## config.mk

```make
export PLATFORM = sky130hd
export DESIGN_NAME = base64_stream_decoder_unit
export DESIGN_NICKNAME = d
export VERILOG_FILES = /design/src/rtl/core/b64sd_pkg.sv /design/src/rtl/core/b64sd_front.sv /design/src/rtl/core/b64sd_queue.sv /design/src/rtl/core/b64sd_back.sv /design/src/rtl/core/base64_stream_decoder_unit.sv
export SDC_FILE = /design/constraint.sdc
export NUM_CORES = 1
export LEC_CHECK = 0
export ABC_AREA = 1
export BUFFER_PORTS_ARGS = -buffer_cell sky130_fd_sc_hd__buf_2
export CAP_MARGIN = 5
export CORE_MARGIN = 2
export CORE_UTILIZATION = 35
export DETAILED_ROUTE_END_ITERATION = 7
export PLACE_DENSITY = 0.46
export REMOVE_ABC_BUFFERS = 1
export SLEW_MARGIN = 20
export SYNTH_ARGS = -nofsm -noshare
export SYNTH_HDL_FRONTEND = slang
export SYNTH_SLANG_ARGS = --single-unit
```

## constraint.sdc

```tcl
create_clock -name clk -period 6.3 [get_ports clk]
set_input_delay 0.315 -clock clk [delete_from_list [all_inputs] [get_ports clk]]
set_output_delay 0.315 -clock clk [all_outputs]
set_load 0.1 [all_outputs]
```

## src/rtl/core/b64sd_pkg.sv

```systemverilog
// Shared types, constants and the character classifier for the base64 stream decoder.
package b64sd_pkg;

  localparam int unsigned QueueDepthDefault = 2;
  localparam int unsigned SymW  = 6;
  localparam int unsigned DataW = 8;
  localparam int unsigned CntW  = 2;

  // Padding stores the low six bits of the '=' code in slot three.
  localparam logic [SymW-1:0] PAD_SYM = 6'h3D;

  typedef enum logic [1:0] {
    KIND_SYM  = 2'd0,
    KIND_PAD  = 2'd1,
    KIND_SKIP = 2'd2
  } b64sd_kind_t;

  typedef struct packed {
    b64sd_kind_t     kind;
    logic [SymW-1:0] value;
  } b64sd_class_t;

  // One decoded run: up to three bytes, count is 1..3.
  typedef struct packed {
    logic [CntW-1:0]  count;
    logic [DataW-1:0] data2;
    logic [DataW-1:0] data1;
    logic [DataW-1:0] data0;
  } b64sd_job_t;

  typedef struct packed {
    logic       push;
    b64sd_job_t job;
  } b64sd_push_t;

  typedef struct packed {
    logic full;
    logic empty;
  } b64sd_qstat_t;

  function automatic b64sd_class_t b64sd_classify(input logic [DataW-1:0] c);
    b64sd_class_t r;
    r.kind  = KIND_SKIP;
    r.value = '0;
    if (c >= 8'h41 && c <= 8'h5A) begin
      r.kind  = KIND_SYM;
      r.value = SymW'(c - 8'h41);
    end else if (c >= 8'h61 && c <= 8'h7A) begin
      r.kind  = KIND_SYM;
      r.value = SymW'(c - 8'h61 + 8'd26);
    end else if (c >= 8'h30 && c <= 8'h39) begin
      r.kind  = KIND_SYM;
      r.value = SymW'(c - 8'h30 + 8'd52);
    end else if (c == 8'h2B) begin
      r.kind  = KIND_SYM;
      r.value = 6'd62;
    end else if (c == 8'h2F) begin
      r.kind  = KIND_SYM;
      r.value = 6'd63;
    end else if (c == 8'h3D) begin
      r.kind  = KIND_PAD;
    end
    return r;
  endfunction

endpackage

```

## src/rtl/core/b64sd_front.sv

```systemverilog
// Front end: classifies characters, tracks the symbol group and forms decoded runs.
module b64sd_front (
  input  logic                      clk,
  input  logic                      rst_n,
  input  logic                      in_valid,
  output logic                      in_ready,
  input  logic [b64sd_pkg::DataW-1:0] in_char_code,
  input  logic                      in_start_of_string,
  input  b64sd_pkg::b64sd_qstat_t   qstat,
  output b64sd_pkg::b64sd_push_t    qpush
);
  import b64sd_pkg::*;

  logic [3:0][SymW-1:0] grp_r, grp_nxt;
  logic [1:0]           pos_r, pos_nxt;
  logic                 stopped_r, stopped_nxt;

  logic                 accept;
  logic [1:0]           pos_eff;
  logic                 stop_eff;
  b64sd_class_t         cls;
  logic                 emit;
  logic [CntW-1:0]      count;

  assign in_ready = !qstat.full;
  assign accept   = in_valid && in_ready;
  assign cls      = b64sd_classify(in_char_code);
  assign pos_eff  = in_start_of_string ? 2'd0 : pos_r;
  assign stop_eff = in_start_of_string ? 1'b0 : stopped_r;

  always_comb begin
    grp_nxt     = grp_r;
    pos_nxt     = pos_eff;
    stopped_nxt = stop_eff;
    emit        = 1'b0;
    count       = 2'd3;
    if (!stop_eff) begin
      unique case (cls.kind)
        KIND_SYM: begin
          grp_nxt[pos_eff] = cls.value;
          if (pos_eff == 2'd3) begin
            emit    = 1'b1;
            pos_nxt = 2'd0;
          end else begin
            pos_nxt = pos_eff + 2'd1;
          end
        end
        KIND_PAD: begin
          stopped_nxt = 1'b1;
          pos_nxt     = 2'd0;
          if (pos_eff != 2'd0) begin
            grp_nxt[3] = PAD_SYM;
            emit       = 1'b1;
            count      = (pos_eff == 2'd3) ? 2'd2 : 2'd1;
          end
        end
        default: begin
        end
      endcase
    end
  end

  always_comb begin
    qpush.push      = accept && emit;
    qpush.job.count = count;
    qpush.job.data0 = {grp_nxt[0], grp_nxt[1][5:4]};
    qpush.job.data1 = {grp_nxt[1][3:0], grp_nxt[2][5:2]};
    qpush.job.data2 = {grp_nxt[2][1:0], grp_nxt[3]};
  end

  always_ff @(posedge clk) begin
    if (!rst_n) begin
      grp_r     <= '0;
      pos_r     <= '0;
      stopped_r <= 1'b0;
    end else if (accept) begin
      grp_r     <= grp_nxt;
      pos_r     <= pos_nxt;
      stopped_r <= stopped_nxt;
    end
  end

endmodule

```

## src/rtl/core/b64sd_queue.sv

```systemverilog
// Short FIFO of decoded runs between front and back end.
module b64sd_queue #(
  parameter int unsigned DEPTH = b64sd_pkg::QueueDepthDefault
) (
  input  logic                    clk,
  input  logic                    rst_n,
  input  b64sd_pkg::b64sd_push_t  qpush,
  input  logic                    pop,
  output b64sd_pkg::b64sd_job_t   head,
  output b64sd_pkg::b64sd_qstat_t qstat
);
  import b64sd_pkg::*;

  localparam int unsigned PtrW = (DEPTH > 1) ? $clog2(DEPTH) : 1;
  localparam int unsigned OccW = $clog2(DEPTH + 1);
  localparam logic [PtrW-1:0] LastPtr = PtrW'(DEPTH - 1);
  localparam logic [OccW-1:0] FullOcc = OccW'(DEPTH);

  b64sd_job_t      mem [DEPTH];
  logic [PtrW-1:0] wr_ptr_r, wr_ptr_nxt;
  logic [PtrW-1:0] rd_ptr_r, rd_ptr_nxt;
  logic [OccW-1:0] occ_r, occ_nxt;
  logic            do_push, do_pop;

  assign qstat.full  = (occ_r == FullOcc);
  assign qstat.empty = (occ_r == '0);
  assign do_push     = qpush.push && !qstat.full;
  assign do_pop      = pop && !qstat.empty;
  assign head        = mem[rd_ptr_r];

  always_comb begin
    wr_ptr_nxt = wr_ptr_r;
    rd_ptr_nxt = rd_ptr_r;
    occ_nxt    = occ_r;
    if (do_push) begin
      wr_ptr_nxt = (wr_ptr_r == LastPtr) ? '0 : wr_ptr_r + 1'b1;
    end
    if (do_pop) begin
      rd_ptr_nxt = (rd_ptr_r == LastPtr) ? '0 : rd_ptr_r + 1'b1;
    end
    if (do_push && !do_pop) begin
      occ_nxt = occ_r + 1'b1;
    end else if (do_pop && !do_push) begin
      occ_nxt = occ_r - 1'b1;
    end
  end

  always_ff @(posedge clk) begin
    if (do_push) begin
      mem[wr_ptr_r] <= qpush.job;
    end
  end

  always_ff @(posedge clk) begin
    if (!rst_n) begin
      wr_ptr_r <= '0;
      rd_ptr_r <= '0;
      occ_r    <= '0;
    end else begin
      wr_ptr_r <= wr_ptr_nxt;
      rd_ptr_r <= rd_ptr_nxt;
      occ_r    <= occ_nxt;
    end
  end

endmodule

```

## src/rtl/core/b64sd_back.sv

```systemverilog
// Back end: unpacks queued runs into one output byte per request.
module b64sd_back (
  input  logic                        clk,
  input  logic                        rst_n,
  input  b64sd_pkg::b64sd_job_t       head,
  input  b64sd_pkg::b64sd_qstat_t     qstat,
  output logic                        pop,
  output logic                        out_valid,
  input  logic                        out_ready,
  output logic [b64sd_pkg::DataW-1:0] out_data_byte,
  output logic                        out_last_of_run
);
  import b64sd_pkg::*;

  logic [CntW-1:0]  left_r, left_nxt;
  logic [DataW-1:0] d0_r, d0_nxt;
  logic [DataW-1:0] d1_r, d1_nxt;
  logic [DataW-1:0] d2_r, d2_nxt;
  logic             done;

  assign out_valid       = (left_r != '0);
  assign out_data_byte   = d0_r;
  assign out_last_of_run = (left_r == 2'd1);

  // Refill once the register is empty or its final byte leaves this cycle.
  assign done = (left_r == '0) || (out_ready && left_r == 2'd1);
  assign pop  = done && !qstat.empty;

  always_comb begin
    left_nxt = left_r;
    d0_nxt   = d0_r;
    d1_nxt   = d1_r;
    d2_nxt   = d2_r;
    if (pop) begin
      left_nxt = head.count;
      d0_nxt   = head.data0;
      d1_nxt   = head.data1;
      d2_nxt   = head.data2;
    end else if (done) begin
      left_nxt = '0;
    end else if (out_ready) begin
      // Advance to the next byte of the run.
      left_nxt = left_r - 2'd1;
      d0_nxt   = d1_r;
      d1_nxt   = d2_r;
    end
  end

  always_ff @(posedge clk) begin
    if (!rst_n) begin
      left_r <= '0;
    end else begin
      left_r <= left_nxt;
    end
  end

  always_ff @(posedge clk) begin
    d0_r <= d0_nxt;
    d1_r <= d1_nxt;
    d2_r <= d2_nxt;
  end

endmodule

```

## src/rtl/core/base64_stream_decoder_unit.sv

```systemverilog
// Top level of the streaming base64 decoder: front end, run queue and byte output.
//
//   channel  direction  handshake            payload
//   in_      input      in_valid/in_ready    in_char_code[7:0], in_start_of_string
//   out_     output     out_valid/out_ready  out_data_byte[7:0], out_last_of_run
//
// One character is taken per cycle while the run queue has room; a full group
// becomes one queue entry the same cycle it completes.
// The output register sends one byte per cycle while out_ready is high; four
// characters per three bytes keeps the pace at one character per cycle.
// Reset (rst_n, synchronous) empties queue and group.
// With out_ready low the output register holds one run and the queue fills
// after QUEUE_DEPTH more, so in_ready drops after QUEUE_DEPTH + 1 runs.
module base64_stream_decoder_unit #(
  parameter int unsigned QUEUE_DEPTH = b64sd_pkg::QueueDepthDefault
) (
  input  logic                        clk,
  input  logic                        rst_n,
  input  logic                        in_valid,
  output logic                        in_ready,
  input  logic [b64sd_pkg::DataW-1:0] in_char_code,
  input  logic                        in_start_of_string,
  output logic                        out_valid,
  input  logic                        out_ready,
  output logic [b64sd_pkg::DataW-1:0] out_data_byte,
  output logic                        out_last_of_run
);
  import b64sd_pkg::*;

  b64sd_push_t  qpush;
  b64sd_qstat_t qstat;
  b64sd_job_t   head;
  logic         pop;

  b64sd_front u_front (
    .clk                (clk),
    .rst_n              (rst_n),
    .in_valid           (in_valid),
    .in_ready           (in_ready),
    .in_char_code       (in_char_code),
    .in_start_of_string (in_start_of_string),
    .qstat              (qstat),
    .qpush              (qpush)
  );

  b64sd_queue #(
    .DEPTH (QUEUE_DEPTH)
  ) u_queue (
    .clk   (clk),
    .rst_n (rst_n),
    .qpush (qpush),
    .pop   (pop),
    .head  (head),
    .qstat (qstat)
  );

  b64sd_back u_back (
    .clk             (clk),
    .rst_n           (rst_n),
    .head            (head),
    .qstat           (qstat),
    .pop             (pop),
    .out_valid       (out_valid),
    .out_ready       (out_ready),
    .out_data_byte   (out_data_byte),
    .out_last_of_run (out_last_of_run)
  );

endmodule

```

==> results.md, run 1 <==
* Setup Viol. Count Final at 0
* Hold Path Class: in2reg
* Clock root cell: clkbuf_16
* Top-area cell type share of the netlist area at 39.4%
* Worst Path Max Fanout at 35
* # nets final at 713
* Total global routing track utilization at 15.1%
* Worst-path clk slew at approximately 0.070 ns
* Area delta synth->final at 9.75%
* I/O Buffers at 23
* Drt wl/cell at 13.9 um
* Synth cell types at 41
* DP HPWL at around 9400 um
* Worst Tran Pin Value at 0.959 ns
* Asr flop ratio synth at 0%
* R2R depth at 5
* Seq/Total Area, Yosys at 51.2%
* DR pass1 iterations at 5
* H-tree levels at 3
* Total wire length at about 13000 um
* Worst EP arrival at around 3.2 ns
* Antenna Nets Post-Route at 0
* Mapped cell area at 5790 um^2
* Fmax at 311 MHz
* CTS tree: built
* Initial antenna violation count at 0
* Post-synth top area cell: edfxtp_1
* Antenna cells at 0
* Min Tclk post-route at roughly 3.2 ns
* Worst-skew pair later-pin latency at 0.35 ns
* Vias in the first global route at 3901
* Syn_area_per_cell at 8.65 um^2
* Layout cells sized above 1 at between 10% and 20%
* Final setup TNS at 0 ns
* CTS sink count at 110
* Period utilization at about half
* # Post-CTS Setup Buffers at 0
* Post-DP Area at between 6000 and 7000 um^2
* Max-slew violations at 0
* Pin count of the biggest net entering global routing at 53
* Hold Fails Final Rpt at 0
* Synth Flop Type: edfxtp_1
* DRC viols at 0
* Initial core utilization at 35.4%
* Status: complete, no violations
* GR Overflow Total at 0
* CP endpoint kind: flip-flop
* Final non-filler cell total at 910
* Hold depth at 3
* Io pins at 24
* Die area at 17600 um^2
* Max VDD drop at 0.232 mV
* Initial detailed-routing violation count at around 260
* Synth warn at 0
* Routability cong. at 0.861
* Final instance area at 6350 um^2
* Synth cell count leaders: nand2_1, inv_1, edfxtp_1
* Yosys reg bits at 110
* Die Ht at 133 um
* Unrepaired setup endpoints after global routing: no
* Via/cell ratio at 4.59
* CTS buffer count at 9
* Clock Path Buffers at 2
* Cts hold-fix bufs at 0
* Cells after Synth at 669
* Via count at 4176
* Max Cap Viol at 0
* Most frequent cell after synthesis: nand2_1
* Worst slew margin at a little over a third
* Final Util at 38.8%
* Post-synth EDFFs at 76
* CORE AREA at 16300 um^2
* Clk_skew at 0.0113 ns
* Leakage power at between 2 and 3 nW
* Wire length of the first global-routing pass at between 20000 and 25000 um
* Chip width at roughly 130 um
* # placed instances at about 890
* Critical path class: reg2reg
* CP startpoint kind: flip-flop
* Synth top area cells: edfxtp_1, nand2_1, dfxtp_1
* PostCTS Resize Cnt at 0
* CP required at 6.28 ns
* Row count at 47
* PwrDens at 377 nW/um^2
* Hold slack at 0.284 ns
[cells in the final DEF (no fill, tap or decap), drive strengths merged, types with 2 or more instances in the layout]
cell type / instances
a21oi: 24
buf: 26
clkbuf: 12
clkinv: 5
clkinvlp: 3
dfxtp: 34
edfxtp: 76
ha: 15
inv: 89
mux2: 8
nand2: 213
nand3: 46
nand4: 6
nor2: 64
o21a: 2
o21ai: 52
xnor2: 2
xor2: 5
[sequential cells by signal, summed over array words and instances, names as in the netlist, named ones only]
name / flops
u_queue.wr_ptr_r: 1
u_queue.rd_ptr_r: 1
u_queue.occ_r: 2
u_front.stopped_r: 1
u_front.grp_r: 24
u_back.d1_r: 8
u_back.out_data_byte: 8
u_back.left_r: 2
u_back.d2_r: 8
u_queue.mem: 52
u_front.pos_r: 2
[logic make-up (layout without fill, tap and decap cells)]
group	after synthesis	count (layout)	share of synthesized area, %
xor+xnor	7	7	1.06
simple gates	331	331	27.0
flops	110	110	51.2
fa+ha+maj	15	15	3.24
compound gates	83	83	7.61
mux	9	9	1.73
buf+inv	114	135	8.13
[per-layer routing]
layer	GRT usage (%)	vias up	part of all wire, %
met5	0	-	0
met4	6.21	0	2.5
met3	2.15	18	2.2
met2	24.8	73	47
met1	20.0	1901	48
li1	-	2184	-
[critical path: stages, from the launching register on]
cell and delay, ns:
dfxtp_1 0.33, inv_1 0.09, nand2_1 0.08, a21oi_2 0.53, clkinv_1 0.92, nand2_1 0.87
[report_power, final]
group	internal [W]	switching, W
Sequential	0.000968	0.0000463
Combinational	0.000199	0.000670
Clock	0.000267	0.000245
Total	0.00143	0.000961
[stage by stage]
| stage | total power (W) | setup WS, ns |
|---|---|---|
| floorplan | 0.00170 | 2.43 |
| global placement | 0.00190 | 3.04 |
| detailed placement | 0.00191 | 2.93 |
| CTS | 0.00242 | 3.03 |
| global route | 0.00254 | 2.77 |
| finish | 0.00239 | 3.08 |
[cell type report]
class                           instances  area (um^2)
Timing Repair Buffer                   26          138
Fill cell                            1707        10000
Inverter                               93          359
Sequential cell                       110         2960
Tap cell                              220          275
Multi-Input combinational cell        445         2360
Clock inverter                          4         23.8
Clock buffer                           12          236
[worst paths after layout]
kind	startpoint	to	slack, ns
hold reg to reg	u_queue.rd_ptr_r$_SDFFE_PN0P_	u_queue.rd_ptr_r$_SDFFE_PN0P_	0.50
setup reg to reg	u_back.left_r[1]$_SDFFE_PN0P_	u_back.d1_r[7]$_DFFE_PP_	3.08
setup / recovery	u_back.left_r[1]$_SDFFE_PN0P_	u_back.d1_r[7]$_DFFE_PP_	3.08
hold / removal	rst_n	u_queue.wr_ptr_r$_SDFFE_PN0P_	0.28
No activity file was read; power rests on OpenSTA's default activity.
==> inputs of run 2 (changes only) <==
--- a/config.mk
+++ b/config.mk
@@ -5,7 +5,7 @@
 export SDC_FILE = /design/constraint.sdc
 export NUM_CORES = 1
 export LEC_CHECK = 0
-export ABC_AREA = 1
+export ABC_AREA = 0
 export BUFFER_PORTS_ARGS = -buffer_cell sky130_fd_sc_hd__buf_2
 export CAP_MARGIN = 5
 export CORE_MARGIN = 2
==> constraint.sdc (replaced) <==
create_clock -name clk -period 3.14 [get_ports clk]
set_input_delay 0.157 -clock clk [delete_from_list [all_inputs] [get_ports clk]]
set_output_delay 0.157 -clock clk [all_outputs]
set_load 0.1 [all_outputs]
==> run 2 against run 1 <==
  * Power increased by 92%
  * Critical path depth is 6 higher
  * Via count shrank 16%
  * Combinational power grew 66%
  * Routed wire length shrank 7.6%
  * Sequential cell count stayed put
  * Clock-buffer cell count up 1
  * Sequential share of layout area up 2.5 points
  * Final area down 5.1%
  * Largest cell class unchanged
==> results.md, run 2 <==
* H-tree levels at 3 (unchanged)
* Final Util at 39.9% (+1.1 points)
* Post-synth EDFFs at 76 (unchanged)
* Min Tclk post-route at approximately 2.6 ns
* Critical path class: in2reg
* Synth cell types at 72 (+76%)
* DRC viols at 0 (unchanged)
* Asr flop ratio synth at 0% (unchanged)
* Status: complete, no violations
* Mapped cell area at 5350 um^2 (-7.6%)
* Post-DP Area at 5700 um^2 (-6.5%)
* Synth warn at 0 (unchanged)
* PostCTS Resize Cnt at 0 (unchanged)
* DP HPWL at 7820 um (-17%)
* Row count at 45 (-4.3%)
* Combinational group share of total power at 31.2% (-5.1 points)
* GR Overflow Total at 0 (unchanged)
* Die Ht at 128 um (-3.7%)
* Setup crit start: in_char_code[0]
* Biggest register: u_queue.mem
* CTS tree: built
* DP Worst Slack at 0.215 ns (-2.71 ns)
* PwrDens at 764 nW/um^2 (+100%)
* Clock Path Buffers at 2 (unchanged)
* Worst min-delay path startpoint: rst_n
* Total wire length at 11700 um (-7.6%)
* CORE AREA at 15100 um^2 (-7.7%)
* Max FFs per register at 52 (unchanged)
* Largest registers: u_queue.mem: 52 flops, u_front.grp_r: 24 flops
* Io pins at 24 (unchanged)
* Most common cell after layout, fill and taps aside: edfxtp_1
* CP endpoint kind: flip-flop
* Worst EP arrival at 2.83 ns (-0.36 ns)
* Unrepaired setup endpoints after global routing: no
* Area delta synth->final at 12.7%
* Initial detailed-routing violation count at 319 (+23%)
* Switch Pwr at 0.00168 W (+75%)
* Hold Path Class: in2reg
* Clock root cell: clkbuf_16
* Worst slew margin at 64.1% (+28 points)
* Synth top area cells: edfxtp_1, dfxtp_1, mux2i_1
* Routability cong. at 0.821 (-4.6%)
* Vias in the first global route at 3466 (-11%)
* Commonest non-fill, non-tap cells in the layout: edfxtp_1, nor2_1, dfxtp_1
* Leakage power at 2.11 nW (-27%)
* Synth Flop Type: edfxtp_1
* Hold Fails Final Rpt at 0 (unchanged)
* Fillers at 1477 (-13%)
* Post-synth top area cell: edfxtp_1
* Sw Ratio at 36.4% (-3.7 points)
* Total global routing track utilization at 15.4% (+0.36 points)
* Period utilization at approximately four fifths
* Final instance area at 6030 um^2 (-5.1%)
* Worst r2r src: u_queue.occ_r[0]$_SDFFE_PN0P_
* Max-slew violations at 0 (unchanged)
* Via count at 3489 (-16%)
* Setup WS post-layout at 0.589 ns (-2.49 ns)
* Initial core utilization at 35.4% (+0.051 points)
* Seq/Total Area, Yosys at 55.4% (+4.2 points)
* CP startpoint kind: primary input
* Via/cell ratio at 5.13 (+12%)
* Hold slack at 0.129 ns (-0.155 ns)
* Initial antenna violation count at 0 (unchanged)
* P_int at 0.00293 W (+100%)
* # nets final at 515 (-28%)
* CP required at 3.42 ns (-2.86 ns)
* CTS sink count at 110 (unchanged)
* Layout cells sized above 1 at 19.5% (+3.9 points)
* Chip width at 128 um (-3.7%)
* Worst-path clk slew at 0.07 ns (about the same)
* Cts hold-fix bufs at 0 (unchanged)
* Max Cap Viol at 0 (unchanged)
* Most frequent cell after synthesis: edfxtp_1
* Clk_skew at 0.00749 ns (-0.00379 ns)
* Die area at 16300 um^2 (-7.3%)
* Clock share of power at 26.9% (+5.5 points)
* Synth cell count leaders: edfxtp_1, nor2_1, dfxtp_1
* Yosys reg bits at 110 (unchanged)
* Pin count of the biggest net entering global routing at 43 (-19%)
* Setup Viol. Count Final at 0 (unchanged)
* Syn_area_per_cell at 11.6 um^2 (+34%)
* Worst Path Max Fanout at 11 (-69%)
* Top-area cell type share of the netlist area at 42.7% (+3.2 points)
* Worst Tran Pin Value at 0.538 ns (-0.420 ns)
* Wire length of the first global-routing pass at 19200 um (-6.6%)
* CTS buffer count at 9 (unchanged)
* Drt wl/cell at 17.2 um (+24%)
* Antenna Nets Post-Route at 0 (unchanged)
* Cells after Synth at 460 (-31%)
* Fmax at 392 MHz
* Sequential share of power at 41.9% (-0.5 points)
* I/O Buffers at 23 (unchanged)
* Antenna cells at 0 (unchanged)
* Worst-skew pair later-pin latency at 0.35 ns (about the same)
* Max VDD drop at 0.306 mV (+32%)
* DR pass1 iterations at 4 (-1)
* # Post-CTS Setup Buffers at 0 (unchanged)
run 2: cell count changes after synthesis, moves of 6 or more:
cell      change
nand3_2      -13
nand3_1      -21
o21ai_0      -26
nand2_2      -19
nor2_1        +6
mux2_2        +6
nand2_1     -156
inv_1        -65
mux2i_1      +25
a211oi_1      +9
inv_2         -6
run 2: final cells by class:
| cell class | count | area (um^2) | share of cell area (%) |
|---|---|---|---|
| sequential | 110 | 2960 | 49.2 |
| multi-input combinational | 315 | 2210 | 36.6 |
| clock buffer | 13 | 282 | 4.67 |
| tap | 188 | 235 | 3.90 |
| timing repair buffer | 35 | 230 | 3.82 |
| inverter | 16 | 60.1 | 0.997 |
| clock inverter | 3 | 47.5 | 0.789 |
run 2: worst paths after layout:
path,depth (start not counted),to,slack (ns)
worst max-delay path,11,u_queue.occ_r[1]$_SDFFE_PN0P_,0.59
worst min-delay path,2,u_front.grp_r[23]$_SDFFE_PN0P_,0.13
worst max register to register,8,u_queue.occ_r[1]$_SDFFE_PN0P_,0.59
worst min register to register,2,u_front.pos_r[0]$_SDFFE_PN0P_,0.48
run 2: routing by layer:
metal  part of all wire, %  wire length (um)  vias up  GRT usage (%)
met2                    45              5280       82           24.3
met5                     0                 0        -              0
met1                    49              5720     1651           21.7
li1                      -                 -     1740              -
met3                   4.2               491       16           2.26
met4                   1.7               199        0           5.62
run 2: kinds of logic (layout without fill, tap and decap cells):
kind of cell    Yosys count  count (layout)  synth area share, %
simple gates            150             150                 14.0
flops                   110             110                 55.4
compound gates          105             105                 14.9
mux                      41              41                 8.02
buf+inv                  35              67                 3.51
fa+ha+maj                15              15                 3.51
xor+xnor                  4               4                0.655
run 2: power groups by stage:
stage	Sequential, W	Clock (W)	Combinational (W)
finish	0.00193	0.00124	0.00144
global route	0.00196	0.00133	0.00156
CTS	0.00193	0.00127	0.00146
detailed placement	0.00196	0	0.00146
global placement	0.00196	0	0.00146
floorplan	0.00239	0	0.000715
run 2: through the flow:
step	power [W]	setup TNS, ns	cells
floorplan	0.00311	-41.18	441
global placement	0.00342	0	664
detailed placement	0.00342	0	664
CTS	0.00467	0	680
global route	0.00484	0	680
finish	0.00461	0	680
run 2: critical path: stages:
cell       delay [ns]
buf_2            0.23
inv_1            0.11
ha_1             0.27
and2b_1          0.21
o2bb2ai_4        0.26
o311ai_4         0.19
a31o_2           0.32
a211oi_4         0.26
ha_1             0.32
or3_1            0.35
a21oi_1          0.16
==> inputs of run 3 (changes only) <==
==> constraint.sdc (replaced) <==
create_clock -name clk -period 2.65 [get_ports clk]
set_input_delay 0.1325 -clock clk [delete_from_list [all_inputs] [get_ports clk]]
set_output_delay 0.1325 -clock clk [all_outputs]
set_load 0.1 [all_outputs]
==> run 3 against run 2 <==
  * Final cell count grew 3.1%
  * Via count grew 2.7%
  * Clock skew grew 0.0020 ns
  * Core utilization grew 0.87 points
  * Critical path type unchanged
  * Combinational power grew 20%
  * Sequential cell count is the same
  * Critical endpoint is now u_queue.mem[1][1]$_DFFE_PP_
==> results.md, run 3 (synthesized netlist as in run 2, its figures left out) <==
* CORE AREA at 15100 um^2 (unchanged)
* Unrepaired setup endpoints after global routing: no
* Hold Path Class: in2reg
* Via/cell ratio at 5.11 (-0.41%)
* P_int at 0.00338 W (+16%)
* Worst-skew pair later-pin latency at 0.36 ns (about the same)
* Fillers at 1475 (-0.14%)
* Max VDD drop at 0.384 mV (+25%)
* DP HPWL at 8140 um (+4.2%)
* Via count at 3582 (+2.7%)
* Final Util at 40.8% (+0.87 points)
* CTS buffer count at 9 (unchanged)
* Max-slew violations at 0 (unchanged)
* DR pass1 iterations at 4 (unchanged)
* Wire length of the first global-routing pass at 19100 um (-0.43%)
* H-tree levels at 3 (unchanged)
* Final non-filler cell total at 701 (+3.1%)
* Initial core utilization at 35.4% (unchanged)
* Area delta synth->final at 15.1%
* Initial detailed-routing violation count at 267 (-16%)
* Worst EP arrival at 2.32 ns (-0.51 ns)
* Pin count of the biggest net entering global routing at 43 (unchanged)
* Tot Pwr at 0.00537 W (+17%)
* Worst min-delay path startpoint: rst_n
* DP Worst Slack at 0.0687 ns (-0.146 ns)
* Row count at 45 (unchanged)
* Die Ht at 128 um (unchanged)
* CTS tree: built
* Critical path class: in2reg
* Cts hold-fix bufs at 0 (unchanged)
* PwrDens at 873 nW/um^2 (+14%)
* Clock root cell: clkbuf_16
* Worst Path Max Fanout at 6 (-5)
* Min Tclk post-route at 2.24 ns
* # nets final at 536 (+4.1%)
* Largest registers: u_queue.mem: 52 flops, u_front.grp_r: 24 flops
* Most common cell after layout, fill and taps aside: edfxtp_1
* Switch Pwr at 0.00199 W (+19%)
* Biggest register: u_queue.mem
* Hold Fails Final Rpt at 0 (unchanged)
* Sw Ratio at 37.0% (+0.62 points)
* Clock share of power at 25.1% (-1.8 points)
* Final setup TNS at 0 ns (unchanged)
* Chip width at 128 um (unchanged)
* Worst Tran Pin Value at 0.529 ns (-0.00961 ns)
* Io pins at 24 (unchanged)
* Sequential share of power at 42.8% (+0.9 points)
* Worst slew margin at 64.7% (+0.64 points)
* Total global routing track utilization at 15.4% (-0.020 points)
* CTS sink count at 110 (unchanged)
* Period utilization at 84.7%
* Initial antenna violation count at 0 (unchanged)
* I/O Buffers at 23 (unchanged)
* Worst r2r src: u_front.pos_r[0]$_SDFFE_PN0P_
* Antenna Nets Post-Route at 0 (unchanged)
* Total wire length at 11800 um (+0.80%)
* Max FFs per register at 52 (unchanged)
* Routability cong. at 0.874 (+6.4%)
* CP startpoint kind: primary input
* Clk_skew at 0.00948 ns (+0.00199 ns)
* Clock Path Buffers at 2 (unchanged)
* Commonest non-fill, non-tap cells in the layout: edfxtp_1, nor2_1, dfxtp_1
* Setup crit start: in_char_code[2]
* GR Overflow Total at 0 (unchanged)
* PostCTS Resize Cnt at 0 (unchanged)
* CP endpoint kind: flip-flop
* DRC viols at 0 (unchanged)
* # placed instances at 685 (+3.2%)
* Combinational group share of total power at 32.1% (+0.9 points)
* Antenna cells at 0 (unchanged)
* Max Cap Viol at 0 (unchanged)
* Setup WS post-layout at 0.406 ns (-0.182 ns)
* Status: complete, no violations
* Setup Viol. Count Final at 0 (unchanged)
* Worst-path clk slew at 0.08 ns (about the same)
* CP required at 2.72 ns (-0.70 ns)
* Drt wl/cell at 16.8 um (-2.2%)
* Leakage power at 2.20 nW (+4.1%)
* Layout cells sized above 1 at 22.8% (+3.3 points)
* Die area at 16300 um^2 (unchanged)
* Vias in the first global route at 3423 (-1.2%)
* # Post-CTS Setup Buffers at 0 (unchanged)
* Fmax at 446 MHz
run 3: path summary, 6_finish.rpt:
| check | endpoint | slack, ns | cells after the start |
|---|---|---|---|
| worst max-delay path | u_queue.mem[1][1]$_DFFE_PP_ | 0.41 | 11 |
| worst min-delay path | u_front.grp_r[23]$_SDFFE_PN0P_ | 0.08 | 2 |
| worst max register to register | u_queue.occ_r[1]$_SDFFE_PN0P_ | 0.46 | 8 |
| worst min register to register | u_front.grp_r[19]$_SDFFE_PN0P_ | 0.48 | 2 |
run 3: worst max-delay path, cell delays in order:
cell	delay (ns)
buf_2	0.11
inv_1	0.11
ha_1	0.26
nor2b_1	0.25
o21ai_4	0.10
a22oi_4	0.28
buf_4	0.20
a31oi_1	0.05
nor3_2	0.44
buf_4	0.24
o21ai_0	0.13
run 3: power by group through the flow:
stage	clock, W	sequential (W)	combinational (W)
6_report	0.00135	0.00230	0.00173
5_1_grt	0.00145	0.00233	0.00188
4_1_cts	0.00138	0.00230	0.00175
3_5_place_dp	0	0.00234	0.00175
3_3_place_gp	0	0.00233	0.00174
2_1_floorplan	0	0.00284	0.000847
run 3: per-stage QoR:
| stage | hold WS [ns] | cell area (um^2) |
|---|---|---|
| floorplan | 0.250 | 5220 |
| global placement | 0.456 | 5870 |
| detailed placement | 0.461 | 5870 |
| CTS | 0.0780 | 6160 |
| global route | 0.0942 | 6160 |
| finish | 0.0842 | 6160 |
run 3: area by class of cell:
| class | instances | area (um^2) | share of cell area (%) |
|---|---|---|---|
| Multi-Input combinational cell | 315 | 2210 | 35.9 |
| Sequential cell | 110 | 2960 | 48.1 |
| Clock inverter | 7 | 65.1 | 1.06 |
| Inverter | 16 | 60.1 | 0.975 |
| Clock buffer | 9 | 225 | 3.66 |
| Timing Repair Buffer | 56 | 400 | 6.50 |
| Tap cell | 188 | 235 | 3.82 |
run 3: routing by layer:
layer  track usage (%)  wire (um)  up-vias
li1                  -          -     1781
met1              21.1       5670     1705
met2              24.0       5390       76
met3              2.35        403       20
met4              7.50        319        0
met5                 0          0        -
